### src/sv/edvd_pkg.sv
// Shared widths and constants for the Epstein drag damping pipeline.
`timescale 1ns / 1ps
package edvd_pkg;
    localparam int unsigned WORD_W    = 32;
    localparam int unsigned FRAC_W    = 16;
    localparam int unsigned RAD_W     = 48;
    localparam int unsigned ROOT_W    = 24;
    localparam int unsigned DIV_W     = 33;
    localparam int unsigned QUOT_W    = 33;
    localparam logic [WORD_W-1:0] G_SAT = '1;
endpackage

### src/sv/edvd_sqrt.sv
// Pipelined integer square root, one root bit per stage.
`timescale 1ns / 1ps
module edvd_sqrt
    import edvd_pkg::*;
#(
    parameter int unsigned SB_W = 8
) (
    input  logic              aclk,
    input  logic              aresetn,
    input  logic              en,
    input  logic              in_vld,
    input  logic [RAD_W-1:0]  in_rad,
    input  logic [SB_W-1:0]   in_sb,
    output logic              out_vld,
    output logic [ROOT_W-1:0] out_root,
    output logic [SB_W-1:0]   out_sb
);
    localparam int unsigned REM_W = ROOT_W + 3;

    logic              vld_reg  [0:ROOT_W];
    logic [RAD_W-1:0]  rad_reg  [0:ROOT_W];
    logic [REM_W-1:0]  rem_reg  [0:ROOT_W];
    logic [ROOT_W-1:0] root_reg [0:ROOT_W];
    logic [SB_W-1:0]   sb_reg   [0:ROOT_W];

    // Stage zero is the input
    always_comb begin
        vld_reg[0]  = in_vld;
        rad_reg[0]  = in_rad;
        rem_reg[0]  = '0;
        root_reg[0] = '0;
        sb_reg[0]   = in_sb;
    end

    for (genvar k = 1; k <= ROOT_W; k++) begin : g_stage
        logic [REM_W-1:0] sh_next;
        logic [REM_W-1:0] trial_next;

        // Bring down two radicand bits and try the next root bit
        always_comb begin
            sh_next    = {rem_reg[k-1][REM_W-3:0], rad_reg[k-1][RAD_W-1 -: 2]};
            trial_next = {1'b0, root_reg[k-1], 2'b01};
        end

        always_ff @(posedge aclk) begin
            if (!aresetn) begin
                vld_reg[k] <= 1'b0;
            end else if (en) begin
                vld_reg[k] <= vld_reg[k-1];
            end
            if (en) begin
                rad_reg[k] <= {rad_reg[k-1][RAD_W-3:0], 2'b00};
                sb_reg[k]  <= sb_reg[k-1];
                if (sh_next >= trial_next) begin
                    rem_reg[k]  <= sh_next - trial_next;
                    root_reg[k] <= {root_reg[k-1][ROOT_W-2:0], 1'b1};
                end else begin
                    rem_reg[k]  <= sh_next;
                    root_reg[k] <= {root_reg[k-1][ROOT_W-2:0], 1'b0};
                end
            end
        end
    end

    assign out_vld  = vld_reg[ROOT_W];
    assign out_root = root_reg[ROOT_W];
    assign out_sb   = sb_reg[ROOT_W];
endmodule

### config.mk
export PLATFORM = sky130hd
export DESIGN_NAME = edvd_sqrt
export DESIGN_NICKNAME = d
export VERILOG_FILES = /design/src/sv/edvd_pkg.sv /design/src/sv/edvd_sqrt.sv
export SDC_FILE = /design/constraint.sdc
export NUM_CORES = 2
export LEC_CHECK = 0
export ABC_AREA = 1
export BUFFER_PORTS_ARGS = -buffer_cell sky130_fd_sc_hd__buf_2
export CAP_MARGIN = 20
export CORE_MARGIN = 5
export CORE_UTILIZATION = 55
export DETAILED_ROUTE_END_ITERATION = 10
export PLACE_DENSITY = 0.82
export SYNTH_ARGS = -nofsm -noshare
export SYNTH_HDL_FRONTEND = slang
export SYNTH_SLANG_ARGS = --single-unit
### constraint.sdc
create_clock -name aclk -period 6.6 [get_ports aclk]
set_input_delay 0.33 -clock aclk [delete_from_list [all_inputs] [get_ports aclk]]
set_output_delay 0.33 -clock aclk [all_outputs]
set_load 0.03 [all_outputs]
== Yosys cells after proc, flatten, opt, wreduce, memory -nomap -nowiden ==
Cells that the tools add are included.
Operators by class
  add/sub/neg operators: 23
  magnitude comparators: 24
  multiplexer cells: 47
Operators with widths (count)
  two-way mux 25 bit: 22
  >= comparator 27 x 10 -> 1 bit: 1
  >= comparator 27 x 11 -> 1 bit: 1
  >= comparator 27 x 12 -> 1 bit: 1
  >= comparator 27 x 13 -> 1 bit: 1
  >= comparator 27 x 14 -> 1 bit: 1
  >= comparator 27 x 15 -> 1 bit: 1
  >= comparator 27 x 16 -> 1 bit: 1
  >= comparator 27 x 17 -> 1 bit: 1
  >= comparator 27 x 18 -> 1 bit: 1
  >= comparator 27 x 19 -> 1 bit: 1
  >= comparator 27 x 20 -> 1 bit: 1
  >= comparator 27 x 21 -> 1 bit: 1
  >= comparator 27 x 22 -> 1 bit: 1
  >= comparator 27 x 23 -> 1 bit: 1
  >= comparator 27 x 24 -> 1 bit: 1
  >= comparator 27 x 25 -> 1 bit: 1
  >= comparator 27 x 3 -> 1 bit: 1
  >= comparator 27 x 4 -> 1 bit: 1
  >= comparator 27 x 5 -> 1 bit: 1
  >= comparator 27 x 6 -> 1 bit: 1
  >= comparator 27 x 7 -> 1 bit: 1
  >= comparator 27 x 8 -> 1 bit: 1
  >= comparator 27 x 9 -> 1 bit: 1
  26 further kinds: 49
Storage, ports and cells
  bits in registers: 1621
  input bits: 60
  output and inout port bits: 33

== Depth between registers and ports, before layout ==
  depth after elaboration: 2
  depth in mapped cells: 16

== Worst setup path before layout ==
Ideal clock, no wire load.
  path kind: reg2reg
  from: register rem_reg (netlist bit g_stage[2].sh_next[2])
  to: register rem_reg (netlist bit g_stage[3].sh_next[5]), data pin
  setup time: 254 ps
  arrival: 1815 ps
  path slack: 4531 ps
  cell stages (with the launch flop): 11
  path buffers: 0
  period minus slack after synthesis: 2069 ps
  cells stage by stage: edfxtp_1 ha_1 a21oi_1 nand2_1 inv_1 ha_1 and2_0 inv_1 nand2_1 xor2_1 inv_1
On the way
  cells in the longest elaborated chain, start to end: 2
Ends and longest elaborated chain
  start, declared: RTL line edvd_sqrt.sv:22  | logic [REM_W-1:0] rem_reg [0:ROOT_W];
  start signal, assigned by index: RTL line edvd_sqrt.sv:55  | rem_reg[k] <= sh_next - trial_next;
  start signal, assigned by index: RTL line edvd_sqrt.sv:58  | rem_reg[k] <= sh_next;
  subtractor 25 x 3 -> 25 bit or >= comparator 27 x 3 -> 1 bit (tied branches): RTL line edvd_sqrt.sv:55, edvd_sqrt.sv:54
  two-way mux 25 bit *: RTL line edvd_sqrt.sv:54  | if (sh_next >= trial_next) begin
Every way passes the cells marked *; elsewhere a longest branch is shown, timed or not.
A chain may end at the register's enable or synchronous reset.

== Worst setup path after layout ==
  from: register rem_reg (netlist bit g_stage[3].sh_next[2])
  to: register rem_reg (netlist bit g_stage[4].sh_next[14]), data pin
On the way
  cells in the longest elaborated chain, start to end: 2
Ends and longest elaborated chain (RTL line)
  subtractor 25 x 4 -> 25 bit or >= comparator 27 x 4 -> 1 bit (tied branches): edvd_sqrt.sv:55, edvd_sqrt.sv:54
  two-way mux 25 bit *: edvd_sqrt.sv:54
Marks and branches as above.

==> key figures <==
Floorplan
  – DIE AREA: 161000 sq um
  – Io pins: 93
  – Initial Utilization: 0.553
  – Die H: ~400 microns
  – Die Wd: 401 microns
  – Core area: 152000 sq um
  – Num rows: 143

Outcome
  – Outcome: finished with violations
  – Failing checks: hold timing

Logic synthesis
  – Number of flops mapped to enable cells by yosys: 1587
  – Mapped Cells: 9242
  – Most frequent cell after synthesis: nand2_1
  – Synth Net Count: 9627
  – Asr flop ratio synth: 0
  – Post-Syn Area: 84000 sq um
  – Syn Area/Cell: around 9.1 sq um
  – Post-synthesis sequential area ratio: 0.573
  – Proportion of netlist area held by the largest area contributor: 0.568
  – Top FF cell, synth: edfxtp_1
  – Synth area leader: edfxtp_1
  – FF+latch count, synth: 1611
  – Synth warn: 0
  – Synth top cells by count: 3215 x nand2_1, 1587 x edfxtp_1, 1539 x inv_1
  – Synth unique cells: 53
  – Area contributors post-synth: edfxtp_1 57%, nand2_1 14%, inv_1 6.9%

Hold path
  – Hold path depth: 1
  – Hold_sp: en
  – Worst hold path type: in2reg

STA
  – Worst Max-Slew Pin Slew: 1020 ps
  – Tmin final: 2980 ps
  – Max Clock Skew: 56.3 ps
  – Final Hold Fails: 1
  – Achievable frequency: 336 MHz
  – Hold Slack: -10.1 ps
  – Final setup violation count: 0
  – Setup TNS: 0 ps
  – Worst rel slew slack: 0.321
  – Period utilisation layout: 0.451
  – Max Slew Vio Count: 0
  – RSZ-0062 raised after global routing: no
  – Final worst slack: 3620 ps

Detailed routing
  – WL met1: 91.8 mm
  – Met3 Routed Length: 13.6 mm
  – Via density: 5.28
  – Vias: 61600
  – DR top layer: met4
  – Drt first pass iters: 7
  – DR WL/cell: 17.5 microns
  – DRT iter0 DRCs: 6084
  – Drc violations: 0
  – Final WL: 205 mm
  – Routed Antenna Nets: 0
  – Met2 routed WL: 93.5 mm

Clocking
  – Later-pin clock latency in the skew report: 820 ps
  – # hold bufs at CTS: 60
  – Num Clock Sinks: 1611
  – CTS resizes: 0
  – CTS tree: yes
  – H-tree depth: 4
  – CTS buffer count: 167
  – Clk slew on worst S/H paths: 70 ps
  – Post-CTS setup buffers: 0
  – Root Buffer: clkbuf_16
  – Clk buf depth: 3

Worst setup path
  – Slowest CP cell: nor2_2
  – Slowest cell delay on critical path: 630 ps
  – CP Max Fanout: 21
  – CP Capture Point: g_stage[4].sh_next[14]$_DFFE_PP_
  – Critical Path RT: 7140 ps
  – Arrival @ worst endpoint: ~3500 ps
  – WS Path Type: reg2reg
  – Worst R2R Start: g_stage[3].sh_next[2]$_DFFE_PP_
  – Crit path launch: g_stage[3].sh_next[2]$_DFFE_PP_
  – Crit start category: register
  – Worst R2R End: g_stage[4].sh_next[14]$_DFFE_PP_
  – CP most frequent cell: nand2_1
  – Crit end category: register
  – Reg2Reg Depth: 11
  – Reg2Reg Setup Slack: between 3000 and 4000 ps
  – Crit path cell chain: ha_1, a21oi_2, nand2_1, nand2_1, nand2_1, nor2_1, nand2_1, nor2_2, inv_1, nand3_1, nand2_1

Final layout
  – Fin area: 93000 sq um
  – Share of cells above drive strength 1: 0.0648
  – Fillers: 12600
  – Area grow syn2layout: 10.7%
  – Fin cells: 11700
  – Max reg flops: 589
  – Net count reported at finish: 9881
  – Multi-input gate area: 29200 sq um
  – Seq. cell area: 48100 sq um
  – Inserted Diodes: 0

Placement
  – Gp weighted congestion: 0.958
  – Pre-CTS setup slack: 3640 ps
  – Placed insts: 11300
  – Dpl cell area: 86500 sq um
  – IO buf count: 92
  – Final HPWL DP: 151 mm

Flow run
  – Maxcap violations: 0

Pwr
  – LEAKAGE: 41.9 nW
  – P per Cell Area: 305 nW/um^2
  – Total power: around 0.028 W
  – Peak supply drop: 377 uV

Global routing
  – Initial antenna violation count: 3
  – Vias in the first global route: 58500
  – GRT Total Usage: 0.250
  – Largest net degree at the start of global routing: ~180
  – Global-route wire length before repair: between 300 and 400 mm
  – GRT Residual Overflow: 0
-- worst max-delay path, delay by kind of cell, from the launching register on --
family	cells	cell delay (ps)
simple gates	8	1410
flops	1	430
fa+ha+maj	1	420
buf+inv	1	260
compound gates	1	190
-- stage by stage --
stage,hold WS [ps],utilization
after CTS,37.9,0.612
final,-10.1,0.612
after global placement,400,0.570
after floorplan,400,-
after detailed placement,405,0.570
after global routing,2.91,0.612
-- power breakdown --
group          internal, W  total [W]  switching, W
logic              0.00173    0.00533       0.00360
registers           0.0125     0.0132      0.000718
clock network      0.00559    0.00982       0.00423
-- area by class of cell --
class / instances / share of cell area
Timing Repair Buffer: 171 / 0.0143
Clock inverter: 120 / 0.0167
Clock buffer: 191 / 0.0461
Inverter: 1583 / 0.0640
Multi-Input combinational cell: 5962 / 0.314
Sequential cell: 1611 / 0.518
Tap cell: 2030 / 0.0273
-- cells in the final DEF (no fill, tap or decap), types with 91 or more instances in the layout --
| master | netlist | final |
|---|---|---|
| a21oi_1 | 253 | 253 |
| buf_2 | 13 | 91 |
| clkbuf_16 | 0 | 167 |
| edfxtp_1 | 1587 | 1587 |
| ha_1 | 325 | 325 |
| inv_1 | 1539 | 1539 |
| nand2_1 | 3215 | 3215 |
| nand3_1 | 501 | 501 |
| nand4_1 | 143 | 143 |
| nor2_1 | 762 | 762 |
| o21ai_0 | 105 | 105 |
| xor2_1 | 145 | 145 |
-- worst min-delay path by stage --
stage,to,slack [ps]
3_5_place_dp,out_sb[2]$_DFFE_PP_,400
4_1_cts,rad_reg[1124]$_DFFE_PP_,40
6_report,rad_reg[1124]$_DFFE_PP_,-10
2_1_floorplan,g_stage[10].sh_next[0]$_DFFE_PP_,400
3_3_place_gp,rad_reg[462]$_DFFE_PP_,400
5_1_grt,rad_reg[1124]$_DFFE_PP_,3
-- metal layers --
layer	track usage	up-vias
met5	0	-
met4	0.0688	0
met3	0.0339	369
met2	0.402	2087
met1	0.360	28800
li1	-	30300
-- kinds of logic (layout without fill, tap and decap cells) --
family	count (synthesis)	in the layout	share of synthesized area
AOI/OAI and AO/OA	502	502	0.0341
xor gates and xnor gates	191	191	0.0200
adders and majority gates	325	325	0.0484
buffers and inverters	1669	2065	0.0794
DFF	1611	1611	0.573
other	1	1	0.0000447
and+or+nand+nor	4943	4943	0.245
Power figures use the tool's default switching activity.
