==> config.mk <==
export PLATFORM = sky130hd
export DESIGN_NAME = edvd_recip
export DESIGN_NICKNAME = d
export VERILOG_FILES = /design/src/sv/edvd_pkg.sv /design/src/sv/edvd_recip.sv
export SDC_FILE = /design/constraint.sdc
export NUM_CORES = 2
export LEC_CHECK = 0
export BUFFER_PORTS_ARGS = -buffer_cell sky130_fd_sc_hd__buf_2
export CORE_MARGIN = 2
export CORE_UTILIZATION = 55
export DETAILED_ROUTE_END_ITERATION = 10
export PLACE_DENSITY = 0.73
export SLEW_MARGIN = 20
export SYNTH_ARGS = -nofsm -noshare
export SYNTH_HDL_FRONTEND = slang
export SYNTH_SLANG_ARGS = --single-unit
==> constraint.sdc <==
create_clock -name aclk -period 7.4 [get_ports aclk]
set_input_delay 0.74 -clock aclk [delete_from_list [all_inputs] [get_ports aclk]]
set_output_delay 0.74 -clock aclk [all_outputs]
set_load 0.005 [all_outputs]
==> src/sv/edvd_pkg.sv <==
// Shared widths and constants for the Epstein drag damping pipeline.
`timescale 1ns / 1ps
package edvd_pkg;
    localparam int unsigned WORD_W    = 32;
    localparam int unsigned FRAC_W    = 16;
    localparam int unsigned RAD_W     = 48;
    localparam int unsigned ROOT_W    = 24;
    localparam int unsigned DIV_W     = 33;
    localparam int unsigned QUOT_W    = 33;
    localparam logic [WORD_W-1:0] G_SAT = '1;
endpackage

==> src/sv/edvd_recip.sv <==
// Pipelined restoring divider forming 2^48 / d, one quotient bit per stage.
`timescale 1ns / 1ps
module edvd_recip
    import edvd_pkg::*;
#(
    parameter int unsigned SB_W = 8
) (
    input  logic              aclk,
    input  logic              aresetn,
    input  logic              en,
    input  logic              in_vld,
    input  logic [DIV_W-1:0]  in_div,
    input  logic [SB_W-1:0]   in_sb,
    output logic              out_vld,
    output logic [QUOT_W-1:0] out_quot,
    output logic [SB_W-1:0]   out_sb
);
    // Numerator 2^48: top part 2^15 enters first, lower bits are zero
    localparam logic [DIV_W-1:0] REM_INIT = DIV_W'(1) << (RAD_W - QUOT_W);

    logic              vld_reg  [0:QUOT_W];
    logic [DIV_W-1:0]  div_reg  [0:QUOT_W];
    logic [DIV_W-1:0]  rem_reg  [0:QUOT_W];
    logic [QUOT_W-1:0] quot_reg [0:QUOT_W];
    logic [SB_W-1:0]   sb_reg   [0:QUOT_W];

    always_comb begin
        vld_reg[0]  = in_vld;
        div_reg[0]  = in_div;
        rem_reg[0]  = REM_INIT;
        quot_reg[0] = '0;
        sb_reg[0]   = in_sb;
    end

    for (genvar k = 1; k <= QUOT_W; k++) begin : g_stage
        logic [DIV_W:0] sh_next;

        // Shift in a zero numerator bit and subtract if it fits
        assign sh_next = {rem_reg[k-1], 1'b0};

        always_ff @(posedge aclk) begin
            if (!aresetn) begin
                vld_reg[k] <= 1'b0;
            end else if (en) begin
                vld_reg[k] <= vld_reg[k-1];
            end
            if (en) begin
                div_reg[k] <= div_reg[k-1];
                sb_reg[k]  <= sb_reg[k-1];
                if (sh_next >= {1'b0, div_reg[k-1]}) begin
                    rem_reg[k]  <= DIV_W'(sh_next - {1'b0, div_reg[k-1]});
                    quot_reg[k] <= {quot_reg[k-1][QUOT_W-2:0], 1'b1};
                end else begin
                    rem_reg[k]  <= sh_next[DIV_W-1:0];
                    quot_reg[k] <= {quot_reg[k-1][QUOT_W-2:0], 1'b0};
                end
            end
        end
    end

    assign out_vld  = vld_reg[QUOT_W];
    assign out_quot = quot_reg[QUOT_W];
    assign out_sb   = sb_reg[QUOT_W];

    // The factor never exceeds 2^32
    a_quot_bound: assert property (@(posedge aclk) disable iff (!aresetn)
        out_vld && out_quot[QUOT_W-1] |-> out_quot[QUOT_W-2:0] == '0)
        else $error("reciprocal above 2^32");
    // A valid stage never comes out of nowhere
    a_vld_src: assert property (@(posedge aclk) disable iff (!aresetn)
        en && !vld_reg[QUOT_W-1] |=> !out_vld)
        else $error("divider valid without source");
endmodule

### Yosys cells after proc, flatten, opt, wreduce, memory -nomap -nowiden

Index checks and enable logic that the tools add are counted.
W data, S select, Z words.

| storage, ports and cells | value |
|---|---|
| ROM bits | 0 |
| bits in latches | 0 |
| memories | 0 |
| register bits | 2970 |
| logic and storage cells | 323 |
| output and inout port bits | 42 |
| bits in writable memories | 0 |

| cells by class | value |
|---|---|
| shift-type cells | 0 |
| reduce and logical (&&, ||, !) cells | 0 |
| add/subtract/negate cells | 32 |
| order comparisons | 33 |
| multiplexer cells | 64 |
| divide/modulo/power cells | 0 |
| multiply operators | 0 |
| bitwise logic cells | 0 |
| equal/unequal tests | 0 |

Operators by type and width:

| cell | number |
|---|---|
| $ge A34 B33 Y1 | 32 |
| $mux W33 | 31 |
| $sub A33 B33 Y33 | 31 |
| $ge A17 B33 Y1 const A | 1 |
| $mux W1 | 33 |
| $sub A17 B33 Y33 const A | 1 |

### Longest topological paths before layout

| depth | value |
|---|---|
| depth after elaboration | 2 |
| mapped depth | 16 |
| mapped depth without buffers | 13 |

### Least setup slack after synthesis

OpenSTA, ideal clock, no wires.

| path | value |
|---|---|
| kind | register to register |
| from | reg rem_reg, in the netlist g_stage[3].sh_next[2] |
| to | reg rem_reg, in the netlist g_stage[4].sh_next[10], data pin |
| library setup time | 0.260 ns |
| path slack | 3.626 ns |
| cell stages (with the launch flop) | 15 |
| period minus slack after synthesis | 3.774 ns |
| data arrival time | 3.514 ns |
| cells stage by stage | edfxtp_1 > ha_1 > nor2b_1 > o31a_1 > o31a_1 > o211ai_2 > o21ai_2 > a221o_1 > a221oi_2 > o21a_2 > o211ai_1 > a211o_1 > buf_6 > buf_6 > mux2_4 |

| on the way | value |
|---|---|
| longest elaborated chain between the ends | 2 |
| elaborated cells between the ends (all ways) | 3 |
| classes of those cells | add/sub (1); order compare (1); mux (1) |

Ends and longest elaborated chain:

| item | line | text |
|---|---|---|
| start, declared | edvd_recip.sv:23 | `logic [DIV_W-1:0] rem_reg [0:QUOT_W];` |
| start signal, assigned by index | edvd_recip.sv:51 | `rem_reg[k] <= DIV_W'(sh_next - {1'b0, div_reg[k-1]});` |
| start signal, assigned by index | edvd_recip.sv:54 | `rem_reg[k] <= sh_next[DIV_W-1:0];` |
| $sub A33 B33 Y33 or $ge A34 B33 Y1 (tied branches) | edvd_recip.sv:51, edvd_recip.sv:50 |  |
| $mux W33 (*) | edvd_recip.sv:50 | `if (sh_next >= {1'b0, div_reg[k-1]}) begin` |

Every way passes the cells marked *; elsewhere a longest branch is shown, timed or not.
A chain may end at the register's enable or synchronous reset.

### Worst setup path after layout

| path | value |
|---|---|
| from | reg div_reg[528] in the netlist's numbering |
| to | reg rem_reg, in the netlist g_stage[19].sh_next[10], data pin |

| on the way | value |
|---|---|
| longest elaborated chain between the ends | 2 |
| elaborated cells between the ends (all ways) | 3 |
| classes of those cells | add/sub (1); order compare (1); mux (1) |

Ends and longest elaborated chain:

| item | line | text |
|---|---|---|
| start, declared | edvd_recip.sv:22 | `logic [DIV_W-1:0] div_reg [0:QUOT_W];` |
| start signal, assigned by index | edvd_recip.sv:48 | `div_reg[k] <= div_reg[k-1];` |
| $sub A33 B33 Y33 or $ge A34 B33 Y1 (tied branches) | edvd_recip.sv:51, edvd_recip.sv:50 |  |
| $mux W33 (*) | edvd_recip.sv:50 |  |

Marks and branches as above.

==> flow_summary.toml <==
[run_status]
status = "finished, final reports clean"

[grt]
use_met2_pct = 36.5
top_usage_layer = "met2"
gr-usage-all-layers_pct = 22.2
antenna_found_initial = 5
grt_max_degree = 175
use_met3_pct = 3.20
grt_pass1_vias = 96100
grt_pass1_wl_um = 518000
grt_overflow = 0
use_met1_pct = 31.1

[worst_setup_path]
rr_worst_depth = 12
crit_fanout = 49
critical_path.startpoint = "div_reg[528]$_DFFE_PP_"
start_kind = "flip-flop"
worstPathRequired_ns = 8.05
path_cells = "fa_1 -> nor2b_1 -> o31ai_1 -> a211o_1 -> a21o_1 -> a31oi_1 -> a21oi_1 -> o21ai_0 -> a41o_1 -> a211o_2 -> buf_4 -> mux2_2"
critical-path-max-stage-delay_ns = 0.73
rrSetupSlack_ns = 2.69
end_kind = "flip-flop"
worst-setup-path-type = "flip-flop to flip-flop"
critPathArrivalTime_ns = 5.35
r2r_start = "div_reg[528]$_DFFE_PP_"
crit_slowest_cell = "a211o_2"

[clock_network]
cts_buffers = 326
ctsHoldBuffers = 37
cts_tree = "done"
cts_max_level = 5
cts_sinks = 2970
cts-root-buf = "clkbuf_16"
cts_repair_resize_count = 0
postCtsSetupRepairBufs = 0
path_clk_slew_ns = 0.06
cts_buffer_depth = 4
insertion_delay_ns = 0.92

[placed_design]
place_ws_ns = 2.77
placed_area_um2 = 161000
dp_hpwl_um = 235000
gp_congestion = 0.921
io_buffers = 86
placedCellCount = 16900

[sta]
clock_skew_ns = 0.0441
hold_viol = 0
max_slew.worst_pin.slew_ns = 1.08
setup_viol = 0
grt_setup_unrepaired = "false"
finalWorstPathRequiredPeriod_ns = 4.71
finalSetupTns_ns = 0
finalCritPeriodShare_pct = 63.6
slew_headroom_pct = 28.3
finalWorstSetupSlack_ns = 2.69
max_freq_mhz = 212
slew_viol_final = 0

[synthesis]
ys_seq_area_share_pct = 56.9
ys_async_sr_fraction_pct = 0
yosys_warnings = 0
synth.most_common_cell = "edfxtp_1"
ys_types = 87
syn_inst = 13400
synthesis.nets = 14500
netlist_area_um2 = 156000
ys_ff_latch = 2970
synth_flop_cell = "edfxtp_1"
synth_top_cell_by_area = "edfxtp_1"
syn_area_per_cell_um2 = 11.7
synth_commonest_cells = "edfxtp_1 (2937), inv_1 (1322), a21oi_1 (1071), ha_1 (1056), nand2_1 (1019)"
netlist.area_leader.share_pct = 56.5
netlist_top_cells_area = "edfxtp_1 (56%), ha_1 (8.5%), a21oi_1 (3.4%)"
synth_edf_count = 2937

[hold_path]
hold_depth = 1
min_path_type = "input pin to flip-flop"
min-delay-start = "in_div[15]"

[finish]
areaGrowthSynthToFinish_pct = 9.97
finish.utilization_pct = 60.9
postLayoutCellArea_um2 = 172000
fill_cells = 22300
post_route_cells_drive_above_1_share_pct = 7.38
nets = 14700
fin_cells = 17600

[route]
wl_per_cell_um = 18.5
vias = 100000
drc = 0
ant_nets = 0
vias_per_cell = 5.71
dr.pass1.iters = 7
wl_um = 324000
drtIter0Drc = 9076

[pwr]
power.switching_mw = 27.5
p_comb_share_pct = 42.7
pwr-share-seq_pct = 35.7
ir_worst_vdd_mv = 0.262
internal-power_mw = 47.8
p_clk_share_pct = 21.6
p_leak_nw = 69.2
power_density_nw_per_um2 = 438
swShare_pct = 36.5

[floorplan]
die_w_um = 537
design.die.area_um2 = 288000
die_y_um = 537
io_pins = 87
fp-row-count = 195
start_util_pct = 55.3
coreArea_um2 = 282000

[flow_run]
drv_cap = 0
cells by family (layout without fill, tap and decap cells):
logic type / count (synthesis) / count (layout) / synth area share [%]
compound gates: 3526 / 3526 / 13.8
xor+xnor: 902 / 902 / 5.06
fa+ha+maj: 1087 / 1087 / 8.86
buf+inv: 1696 / 2101 / 4.20
flops: 2970 / 2970 / 56.9
mux: 347 / 347 / 2.52
other cells: 0 / 1 / 0
simple gates: 2880 / 2880 / 8.63
through the flow:
stage	hold WS [ns]	power, mW
after floorplan	0.400	50.9
after global placement	0.400	58.3
after detailed placement	0.405	58.8
after CTS	0.00420	75.4
after global routing	0.0394	80.5
final	0.0764	75.3
critical path, delay by kind of cell (launching register included):
| kind | cells | cell delay [ns] |
|---|---|---|
| AO/OA/AOI/OAI | 8 | 2.62 |
| adder cells (fa/ha/maj) | 1 | 0.50 |
| flip-flops | 1 | 0.47 |
| multiplexers | 1 | 0.35 |
| buffers and inverters | 1 | 0.31 |
| AND/OR/NAND/NOR | 1 | 0.18 |
final timing paths:
| kind | end |
|---|---|
| hold reg to reg | quot_reg[602]$_DFFE_PP_ |
| hold / removal | div_reg[1071]$_DFFE_PP_ |
| setup / recovery | g_stage[19].sh_next[10]$_DFFE_PP_ |
| setup reg to reg | g_stage[19].sh_next[10]$_DFFE_PP_ |
power by group through the flow:
stage / combinational (mW) / sequential [mW] / clock, mW
final: 32.1 / 26.9 / 16.2
after global routing: 35.9 / 27.3 / 17.3
after CTS: 31.8 / 26.9 / 16.7
after detailed placement: 31.5 / 27.2 / 0
after global placement: 31.1 / 27.2 / 0
after floorplan: 25.0 / 25.8 / 0
final cells by class:
| type | count | area (um2) | area share, % |
|---|---|---|---|
| inverter | 1322 | 4960 | 2.89 |
| clock buffer | 407 | 8700 | 5.07 |
| multi-input combinational | 8742 | 61000 | 35.5 |
| sequential | 2970 | 88900 | 51.7 |
| tap | 3743 | 4680 | 2.73 |
| timing repair buffer | 187 | 1530 | 0.890 |
| clock inverter | 185 | 2010 | 1.17 |
| antenna | 1 | 2.50 | 0.00146 |
metal layers:
layer,share of wire (%),vias up
li1,-,49300
met1,45,47900
met2,47,2471
met4,2.4,0
met5,0,-
met3,5.3,512
placed cells by master (no fill, tap or decap), types with 95 or more instances in the layout:
master,instances
inv_1,1322
a21o_1,515
nand4_1,185
nor2_1,705
nand2b_1,141
xnor2_1,537
nand3_1,167
a31oi_1,95
ha_1,1056
o21a_1,128
edfxtp_1,2937
o21bai_1,134
xor2_1,365
clkbuf_16,335
nand2_1,1018
o21ai_0,1013
nor3_1,136
a21oi_1,1069
nor2b_1,206
mux2_2,265
Note: power is estimated with default switching activity, not from simulation.
